File: config.mk
export PLATFORM = sky130hd
export DESIGN_NAME = serial_frame_receiver
export DESIGN_NICKNAME = d
export VERILOG_FILES = /design/src/design/sfr_pkg.sv /design/src/design/serial_frame_receiver.sv /design/src/design/sfr_cfg_regs.sv /design/src/design/sfr_core.sv
export VERILOG_INCLUDE_DIRS = /design/src /design/src/design
export SDC_FILE = /design/constraint.sdc
export NUM_CORES = 1
export LEC_CHECK = 0
export BUFFER_PORTS_ARGS = -buffer_cell sky130_fd_sc_hd__buf_4
export CORE_MARGIN = 1
export CORE_UTILIZATION = 62
export CTS_BUF_LIST = sky130_fd_sc_hd__clkbuf_8 sky130_fd_sc_hd__clkbuf_16
export CTS_CLUSTER_DIAMETER = 60
export DETAILED_ROUTE_END_ITERATION = 12
export GPL_ROUTABILITY_DRIVEN = 0
export PLACE_DENSITY = 0.81
export SKIP_CTS_REPAIR_TIMING = 1
export SLEW_MARGIN = 30
export SYNTH_ARGS = -nofsm -noshare
export SYNTH_HDL_FRONTEND = slang
export SYNTH_SLANG_ARGS = --single-unit
File: constraint.sdc
create_clock -name clk_i -period 8.09 [get_ports clk_i]
set_input_delay 1.618 -clock clk_i [delete_from_list [all_inputs] [get_ports clk_i]]
set_output_delay 1.618 -clock clk_i [all_outputs]
set_load 0.02 [all_outputs]
File: src/design/serial_frame_receiver_macros.svh
// assertion macros of the serial frame receiver, used by sfr_core
// expects clk_i and rst_ni in the scope of each use
`ifndef SERIAL_FRAME_RECEIVER_MACROS_SVH
`define SERIAL_FRAME_RECEIVER_MACROS_SVH

// same-cycle implication
`define SFR_ASSERT_SAME(label, ante, cons, msg) \
  label: assert property (@(posedge clk_i) disable iff (!rst_ni) (ante) |-> (cons)) \
    else $error(msg);

// next-cycle implication
`define SFR_ASSERT_NEXT(label, ante, cons, msg) \
  label: assert property (@(posedge clk_i) disable iff (!rst_ni) (ante) |=> (cons)) \
    else $error(msg);

`endif

File: src/design/sfr_pkg.sv
// types and constants of the serial frame receiver
// no dependencies
package sfr_pkg;

  localparam int unsigned ByteW   = 8;
  localparam int unsigned LenW    = 16;
  localparam int unsigned NumW    = 32;
  localparam int unsigned TickW   = 32;
  localparam int unsigned StatW   = 3;
  localparam int unsigned CfgIdxW = 2;
  localparam int unsigned CfgDatW = 32;
  localparam int unsigned OutDatW = 64;
  localparam int unsigned NumBytes = 4;
  localparam int unsigned MinLen   = 5;

  typedef enum logic [2:0] {
    PH_IDLE   = 3'd0,
    PH_SECOND = 3'd1,
    PH_LEN_HI = 3'd2,
    PH_LEN_LO = 3'd3,
    PH_BODY   = 3'd4,
    PH_STOP   = 3'd5
  } phase_e;

  typedef enum logic [StatW-1:0] {
    ST_OK       = 3'd0,
    ST_SHORT    = 3'd1,
    ST_CHECKSUM = 3'd2,
    ST_RESYNC   = 3'd3,
    ST_NO_STOP  = 3'd4,
    ST_TIMEOUT  = 3'd5
  } status_e;

  typedef enum logic {
    KIND_BODY   = 1'b0,
    KIND_STATUS = 1'b1
  } kind_e;

  typedef enum logic {
    REQ_BYTE = 1'b0,
    REQ_TICK = 1'b1
  } req_e;

  typedef enum logic [CfgIdxW-1:0] {
    CFG_START_FIRST  = 2'd0,
    CFG_START_SECOND = 2'd1,
    CFG_STOP         = 2'd2,
    CFG_TIMEOUT      = 2'd3
  } cfg_index_e;

  typedef struct packed {
    logic [ByteW-1:0] start_first;
    logic [ByteW-1:0] start_second;
    logic [ByteW-1:0] stop_byte;
    logic [TickW-1:0] timeout_ticks;
  } cfg_t;

  typedef struct packed {
    kind_e            kind;
    logic [ByteW-1:0] body_byte;
    status_e          status;
    logic [NumW-1:0]  packet_number;
    logic [LenW-1:0]  body_length;
  } result_t;

endpackage

File: src/design/serial_frame_receiver.sv
// serial frame receiver top level: input register, deframing core, output register
// a result reaches the master side through the input register and then the output register
// throughput: one beat per cycle while the master side takes results, set by the core's state update on each step
// one beat can be taken into the input register while a result waits, the output register parts the two sides
// reset: asynchronous active low, returns to hunting with config at default values
// depends on sfr_pkg, sfr_cfg_regs and sfr_core
module serial_frame_receiver (
  input  logic                        clk_i,
  input  logic                        rst_ni,
  input  logic                        s_axis_tvalid_i,
  output logic                        s_axis_tready_o,
  input  logic [7:0]                  s_axis_tdata_i,  // rx_byte
  input  logic                        s_axis_tuser_i,  // req_type
  output logic                        m_axis_tvalid_o,
  input  logic                        m_axis_tready_i,
  // body_byte, frame_status, packet_number, body_length, zero pad
  output logic [sfr_pkg::OutDatW-1:0] m_axis_tdata_o,
  output logic                        m_axis_tuser_o,  // result_kind
  input  logic                        cfg_valid_i,
  output logic                        cfg_ready_o,
  input  logic [sfr_pkg::CfgIdxW-1:0] cfg_index_i,
  input  logic [sfr_pkg::CfgDatW-1:0] cfg_data_i
);

  sfr_pkg::cfg_t    cfg;
  logic             in_valid_q;
  logic             in_tick_q;
  logic [7:0]       in_byte_q;
  logic             advance;
  logic             res_valid;
  sfr_pkg::result_t res;
  logic             out_valid_q, out_valid_d;
  sfr_pkg::result_t out_q;

  assign cfg_ready_o = 1'b1;

  sfr_cfg_regs u_cfg (
    .clk_i      (clk_i),
    .rst_ni     (rst_ni),
    .wr_en_i    (cfg_valid_i),
    .wr_index_i (cfg_index_i),
    .wr_data_i  (cfg_data_i),
    .cfg_o      (cfg)
  );

  assign advance         = in_valid_q && (!out_valid_q || m_axis_tready_i);
  assign s_axis_tready_o = !in_valid_q || advance;

  always_ff @(posedge clk_i or negedge rst_ni) begin
    if (!rst_ni) begin
      in_valid_q <= 1'b0;
    end else if (s_axis_tready_o) begin
      in_valid_q <= s_axis_tvalid_i;
    end
  end

  always_ff @(posedge clk_i) begin
    if (s_axis_tready_o && s_axis_tvalid_i) begin
      in_tick_q <= s_axis_tuser_i;
      in_byte_q <= s_axis_tdata_i;
    end
  end

  sfr_core u_core (
    .clk_i       (clk_i),
    .rst_ni      (rst_ni),
    .step_i      (advance),
    .tick_i      (in_tick_q),
    .rx_byte_i   (in_byte_q),
    .cfg_i       (cfg),
    .res_valid_o (res_valid),
    .res_o       (res)
  );

  always_comb begin
    out_valid_d = out_valid_q;
    if (advance)              out_valid_d = res_valid;
    else if (m_axis_tready_i) out_valid_d = 1'b0;
  end

  always_ff @(posedge clk_i or negedge rst_ni) begin
    if (!rst_ni) begin
      out_valid_q <= 1'b0;
    end else begin
      out_valid_q <= out_valid_d;
    end
  end

  always_ff @(posedge clk_i) begin
    if (advance && res_valid) out_q <= res;
  end

  assign m_axis_tvalid_o = out_valid_q;
  assign m_axis_tuser_o  = out_q.kind;
  assign m_axis_tdata_o  = {5'd0, out_q.body_length, out_q.packet_number,
                            out_q.status, out_q.body_byte};

endmodule

File: src/design/sfr_cfg_regs.sv
// configuration registers of the serial frame receiver
// depends on sfr_pkg
module sfr_cfg_regs (
  input  logic                        clk_i,
  input  logic                        rst_ni,
  input  logic                        wr_en_i,
  input  logic [sfr_pkg::CfgIdxW-1:0] wr_index_i,
  input  logic [sfr_pkg::CfgDatW-1:0] wr_data_i,
  output sfr_pkg::cfg_t               cfg_o
);

  sfr_pkg::cfg_t cfg_q, cfg_d;

  always_comb begin
    cfg_d = cfg_q;
    if (wr_en_i) begin
      unique case (sfr_pkg::cfg_index_e'(wr_index_i))
        sfr_pkg::CFG_START_FIRST:  cfg_d.start_first   = wr_data_i[sfr_pkg::ByteW-1:0];
        sfr_pkg::CFG_START_SECOND: cfg_d.start_second  = wr_data_i[sfr_pkg::ByteW-1:0];
        sfr_pkg::CFG_STOP:         cfg_d.stop_byte     = wr_data_i[sfr_pkg::ByteW-1:0];
        sfr_pkg::CFG_TIMEOUT:      cfg_d.timeout_ticks = wr_data_i[sfr_pkg::TickW-1:0];
        default: ;
      endcase
    end
  end

  always_ff @(posedge clk_i or negedge rst_ni) begin
    if (!rst_ni) begin
      cfg_q.start_first   <= 8'd18;
      cfg_q.start_second  <= 8'd19;
      cfg_q.stop_byte     <= 8'd10;
      cfg_q.timeout_ticks <= 32'd1000;
    end else begin
      cfg_q <= cfg_d;
    end
  end

  assign cfg_o = cfg_q;

endmodule

File: src/design/sfr_core.sv
// frame state and per-beat deframing logic of the serial frame receiver
// depends on sfr_pkg and serial_frame_receiver_macros.svh
`include "serial_frame_receiver_macros.svh"

module sfr_core (
  input  logic                      clk_i,
  input  logic                      rst_ni,
  input  logic                      step_i,
  input  logic                      tick_i,
  input  logic [sfr_pkg::ByteW-1:0] rx_byte_i,
  input  sfr_pkg::cfg_t             cfg_i,
  output logic                      res_valid_o,
  output sfr_pkg::result_t          res_o
);

  sfr_pkg::phase_e phase_q, phase_d;
  logic [sfr_pkg::LenW-1:0]  len_q, len_d;
  logic [sfr_pkg::LenW-1:0]  count_q, count_d;
  logic [sfr_pkg::ByteW-1:0] sum_q, sum_d;
  logic [sfr_pkg::ByteW-1:0] chk_q [2];
  logic [sfr_pkg::ByteW-1:0] chk_d [2];
  logic [sfr_pkg::NumW-1:0]  num_q, num_d;
  logic [sfr_pkg::NumW-1:0]  expect_q, expect_d;
  logic [sfr_pkg::TickW-1:0] elapsed_q, elapsed_d;

  logic [sfr_pkg::TickW-1:0] elapsed_inc;
  logic                      timed_out;
  logic                      in_frame;
  logic [sfr_pkg::LenW:0]    pos_ext;
  logic                      sum_region;
  logic                      last_body;
  logic [sfr_pkg::LenW-1:0]  len_lo_val;
  logic [4:0]                hex_hi, hex_lo;
  logic                      chk_ok;

  // bit 4 flags a non-hex character
  function automatic logic [4:0] hex_value(input logic [7:0] c);
    logic [4:0] v;
    if (c >= 8'h30 && c <= 8'h39)      v = {1'b0, 4'(c - 8'h30)};
    else if (c >= 8'h61 && c <= 8'h66) v = {1'b0, 4'(c - 8'h57)};
    else if (c >= 8'h41 && c <= 8'h46) v = {1'b0, 4'(c - 8'h37)};
    else                               v = 5'h10;
    return v;
  endfunction

  assign elapsed_inc = (&elapsed_q) ? elapsed_q : elapsed_q + 1'b1;
  assign timed_out   = elapsed_inc > cfg_i.timeout_ticks;
  assign in_frame    = (phase_q == sfr_pkg::PH_LEN_HI) || (phase_q == sfr_pkg::PH_LEN_LO) ||
                       (phase_q == sfr_pkg::PH_BODY) || (phase_q == sfr_pkg::PH_STOP);
  assign pos_ext     = {1'b0, count_q};
  assign sum_region  = (pos_ext + 17'd2) < {1'b0, len_q};
  assign last_body   = (pos_ext + 17'd1) >= {1'b0, len_q};
  assign len_lo_val  = {len_q[15:8], rx_byte_i};
  assign hex_hi      = hex_value(chk_q[0]);
  assign hex_lo      = hex_value(chk_q[1]);
  assign chk_ok      = !hex_hi[4] && !hex_lo[4] && ({hex_hi[3:0], hex_lo[3:0]} == sum_q);

  // next phase
  always_comb begin
    phase_d = phase_q;
    if (tick_i) begin
      if (in_frame && timed_out) phase_d = sfr_pkg::PH_IDLE;
    end else begin
      unique case (phase_q)
        sfr_pkg::PH_IDLE:
          phase_d = (rx_byte_i == cfg_i.start_first) ? sfr_pkg::PH_SECOND : sfr_pkg::PH_IDLE;
        sfr_pkg::PH_SECOND:
          phase_d = (rx_byte_i == cfg_i.start_second) ? sfr_pkg::PH_LEN_HI : sfr_pkg::PH_IDLE;
        sfr_pkg::PH_LEN_HI: phase_d = sfr_pkg::PH_LEN_LO;
        sfr_pkg::PH_LEN_LO:
          phase_d = (len_lo_val == '0) ? sfr_pkg::PH_STOP : sfr_pkg::PH_BODY;
        sfr_pkg::PH_BODY:
          if (last_body) phase_d = sfr_pkg::PH_STOP;
        sfr_pkg::PH_STOP: phase_d = sfr_pkg::PH_IDLE;
        default: phase_d = sfr_pkg::PH_IDLE;
      endcase
    end
  end

  // datapath and result
  always_comb begin
    len_d       = len_q;
    count_d     = count_q;
    sum_d       = sum_q;
    chk_d       = chk_q;
    num_d       = num_q;
    expect_d    = expect_q;
    elapsed_d   = elapsed_q;
    res_valid_o = 1'b0;
    res_o.kind      = sfr_pkg::KIND_STATUS;
    res_o.body_byte = '0;
    res_o.status    = sfr_pkg::ST_OK;
    if (tick_i) begin
      if (in_frame) begin
        elapsed_d = elapsed_inc;
        if (timed_out) begin
          res_valid_o  = 1'b1;
          res_o.status = sfr_pkg::ST_TIMEOUT;
        end
      end
    end else begin
      unique case (phase_q)
        sfr_pkg::PH_SECOND:
          if (rx_byte_i == cfg_i.start_second) begin
            len_d     = '0;
            count_d   = '0;
            sum_d     = '0;
            chk_d[0]  = '0;
            chk_d[1]  = '0;
            num_d     = '0;
            elapsed_d = '0;
          end
        sfr_pkg::PH_LEN_HI: len_d = {rx_byte_i, 8'h00};
        sfr_pkg::PH_LEN_LO: len_d = len_lo_val;
        sfr_pkg::PH_BODY: begin
          if (count_q < 16'(sfr_pkg::NumBytes)) num_d = {num_q[23:0], rx_byte_i};
          if (sum_region) sum_d = sum_q + rx_byte_i;
          else            chk_d[count_q[0] ^ len_q[0]] = rx_byte_i;
          count_d = count_q + 1'b1;
          if (sum_region && (count_q >= 16'(sfr_pkg::NumBytes))) begin
            res_valid_o     = 1'b1;
            res_o.kind      = sfr_pkg::KIND_BODY;
            res_o.body_byte = rx_byte_i;
          end
        end
        sfr_pkg::PH_STOP: begin
          res_valid_o = 1'b1;
          if (rx_byte_i != cfg_i.stop_byte) begin
            res_o.status = sfr_pkg::ST_NO_STOP;
          end else if (len_q < 16'(sfr_pkg::MinLen)) begin
            res_o.status = sfr_pkg::ST_SHORT;
            expect_d     = expect_q + 1'b1;
          end else if (!chk_ok) begin
            res_o.status = sfr_pkg::ST_CHECKSUM;
            expect_d     = expect_q + 1'b1;
          end else if (num_q != expect_q) begin
            res_o.status = sfr_pkg::ST_RESYNC;
            expect_d     = num_q + 1'b1;
          end else begin
            res_o.status = sfr_pkg::ST_OK;
            expect_d     = expect_q + 1'b1;
          end
        end
        default: ;
      endcase
    end
    res_o.packet_number = num_d;
    res_o.body_length   = len_d;
  end

  always_ff @(posedge clk_i or negedge rst_ni) begin
    if (!rst_ni) begin
      phase_q   <= sfr_pkg::PH_IDLE;
      len_q     <= '0;
      count_q   <= '0;
      sum_q     <= '0;
      chk_q[0]  <= '0;
      chk_q[1]  <= '0;
      num_q     <= '0;
      expect_q  <= '0;
      elapsed_q <= '0;
    end else if (step_i) begin
      phase_q   <= phase_d;
      len_q     <= len_d;
      count_q   <= count_d;
      sum_q     <= sum_d;
      chk_q     <= chk_d;
      num_q     <= num_d;
      expect_q  <= expect_d;
      elapsed_q <= elapsed_d;
    end
  end

  `SFR_ASSERT_SAME(a_body_only_in_body, res_valid_o && res_o.kind == sfr_pkg::KIND_BODY, phase_q == sfr_pkg::PH_BODY && res_o.status == sfr_pkg::ST_OK, "body beat outside body phase")
  `SFR_ASSERT_NEXT(a_status_ends_frame, step_i && res_valid_o && res_o.kind == sfr_pkg::KIND_STATUS, phase_q == sfr_pkg::PH_IDLE, "frame status without return to idle")
  `SFR_ASSERT_NEXT(a_hunt_progress, step_i && !tick_i && phase_q == sfr_pkg::PH_IDLE, phase_q == sfr_pkg::PH_IDLE || phase_q == sfr_pkg::PH_SECOND, "idle left to a wrong phase")

endmodule

==> flow_summary.ini <==
[synth]
synth_area_per_cell_um2 = 9.98
ys_warn_count = 0
syn-cell-area_mm2 = 0.0171
ys_seq_area_frac = 0.433
yosysTopAreaCellShare = 0.292
async_flop_share = 0.755
synthTopCellsByArea = dfrtp_1 29%, edfxtp_1 12%, ha_1 6.2%
ys.flop_type = dfrtp_1
synth.most_common_cell = dfrtp_1
synthCells = 1717
synth_common_cells = 200 x dfrtp_1, 134 x nand2_1, 100 x a22o_1, 100 x clkbuf_1, 90 x xor2_1
post-synth-top-area-cell = dfrtp_1
ys_ff_latch = 282
synth_edf_count = 69
ys_types = 84

[drt]
via_per_inst = 6.47
ant_nets = 0
drt-pass1-iter-count = 6
remaining_drc_errors = 0
met1Wirelength_mm = 17.2
routed-wl-met3_mm = 2.89
route.met2.wl_mm = 21.7
drtIter0Drc = 1400
num_vias = 13700
highest_layer = met4
routed_wl_mm = 43.7
wire_per_inst_um = 20.6

[die]
die_w_um = 168
die-height_um = 168
start_util = 0.634
fp.dieArea_mm2 = 0.0283
ioPinCount = 116
row_count = 60
core_mm2 = 0.0270

[layout]
register_area_mm2 = 0.00742
drive_gt1_frac = 0.157
antenna-diode-count = 0
post-route-util = 0.711
area_growth_pct = 12.1
fin_nets = 1889
fillCellCount = 1923
multi_input_area_mm2 = 0.00901

[setup_path]
crit_buf_inv = 1
slowest_delay_ps = 750
reg2reg_slack_ps = 2110
start_kind = register
critPathKind = reg -> reg
crit_chain = nand4_1, or3_1, a311oi_4, nand3_1, nor2_1, xnor2_1, ha_1, nand4_1, or2_1, or4_1, a41oi_1, o31ai_1, or2_2, a31oi_4, buf_4
cp_top_family = simple AND/OR/NAND/NOR gates
critPathRequiredTime_ps = 8260
crit_top_cell = nand4_1
setup.worst_path.end_class = register
cp_slowest_cell = a31oi_4
crit_arrival_ps = 6150
crit_fanout = 34

[cts]
cts.sinks = 282
h-tree-depth = 2
clk_latency_ps = 520
path_clk_slew_ps = 60
cts_made_buffers = 34
root_buffer = clkbuf_16
cts_tree = done
clk_path_buf_depth = 3

[sta]
hold_viol = 0
rsz0062_at_grt = no
timing.final.crit_share = 0.740
finalSetupTns_ps = 0
worst_pin_slew_ps = 988
finalSetupViolCount = 0
post-route-min-period_ps = 5980
slew_viol_final = 0
fmaxAchievable_mhz = 167
skew_ps = 24.6
slew-limit-headroom = 0.340

[global_route]
grt_usage = 0.310
grt_max_degree = 101
antenna_found_initial = 1
grt_pass1_wl_mm = 69.9
grt_pass1_vias = 13400
grt_overflow = 0

[power_and_ir_drop]
powerDensity_mw_per_mm2 = 262
p_leak_nw = 8.52
ir_drop_mv = 0.199

[placed_design]
numPortBuffers = 109
dp_hpwl_mm = 31.0

[run_status]
outcome = completed

[worst_hold_path]
min_path_type = reg -> reg

[run]
drv_cap = 0
state kept, by name, indices dropped and copies added, names as in the netlist:
| signal | count |
|---|---|
| m_axis_tuser_o | 1 |
| u_core.len_q | 16 |
| in_tick_q | 1 |
| u_core.elapsed_q | 32 |
| m_axis_tvalid_o | 1 |
| u_cfg.cfg_o | 56 |
| u_core.expect_q | 32 |
| u_core.chk_q | 16 |
| u_core.count_q | 16 |
| in_valid_q | 1 |
| m_axis_tdata_o | 59 |
| u_core.num_q | 32 |
| u_core.phase_q | 3 |
| in_byte_q | 8 |
| u_core.sum_q | 8 |
per-stage QoR:
step / std cells / hold WS [ps] / total power, mW / area [um2] / setup slack [ps]
floorplan: 1721 / 479 / 3.06 / 17200 / 885
global placement: 2060 / 490 / 3.44 / 18000 / 2370
detailed placement: 2060 / 494 / 3.49 / 18100 / 2170
CTS: 2122 / 505 / 5.01 / 19200 / 2140
global route: 2122 / 522 / 5.25 / 19200 / 1720
finish: 2122 / 504 / 5.02 / 19200 / 2110
routing by layer:
metal,vias up,GRT usage
met2,615,0.545
li1,6344,-
met3,130,0.0472
met1,6637,0.375
met5,-,0
met4,0,0.142
layout make-up:
class,instances,share of cell area
multi-input cells,1244,0.469
flip-flops and latches,282,0.386
inverters,67,0.0131
clock inverters,18,0.00704
clock buffers,44,0.0526
well taps,341,0.0222
repair buffers,126,0.0498
cell families after synthesis:
logic type | Yosys count | synth area share
other cells | 2 | 0.000438
simple gates | 534 | 0.168
xor+xnor | 153 | 0.0782
mux | 75 | 0.0479
fa+ha+maj | 86 | 0.0632
flops | 282 | 0.433
compound gates | 390 | 0.164
buf+inv | 195 | 0.0455
final timing paths:
kind                                                 start                          endpoint  depth (start not counted)
hold reg to reg                u_cfg.cfg_o[31]$_DFFE_PN0P_       u_cfg.cfg_o[31]$_DFFE_PN0P_                          1
hold / removal                 u_cfg.cfg_o[31]$_DFFE_PN0P_       u_cfg.cfg_o[31]$_DFFE_PN0P_                          1
setup reg to reg           u_core.elapsed_q[5]$_DFFE_PN0P_   m_axis_tdata_o[9]$_SDFFCE_PP0P_                         15
max in group asynchronous                           rst_ni  u_core.elapsed_q[26]$_DFFE_PN0P_                          2
setup / recovery           u_core.elapsed_q[5]$_DFFE_PN0P_   m_axis_tdata_o[9]$_SDFFCE_PP0P_                         15
min in group asynchronous                           rst_ni   u_core.expect_q[24]$_DFFE_PN0P_                          1
where the power goes:
| group | leakage, nW | switching, mW | internal (mW) |
|---|---|---|---|
| Sequential | 3.38 | 0.395 | 1.74 |
| Clock | 0.595 | 0.595 | 0.916 |
| Combinational | 4.55 | 0.756 | 0.625 |
| Total | 8.52 | 1.75 | 3.28 |
cell usage in the layout (no fill, tap or decap), types with 69 or more instances in the layout:
| cell type | synthesis | layout |
|---|---|---|
| a22o_1 | 100 | 100 |
| buf_4 | 6 | 124 |
| dfrtp_1 | 200 | 200 |
| edfxtp_1 | 69 | 69 |
| ha_1 | 85 | 85 |
| inv_1 | 67 | 76 |
| nand2_1 | 134 | 133 |
| nand3_1 | 79 | 79 |
| nor2_1 | 72 | 71 |
| o21ai_0 | 84 | 84 |
| xor2_1 | 90 | 90 |
Note: power is estimated with default switching activity, not from simulation.
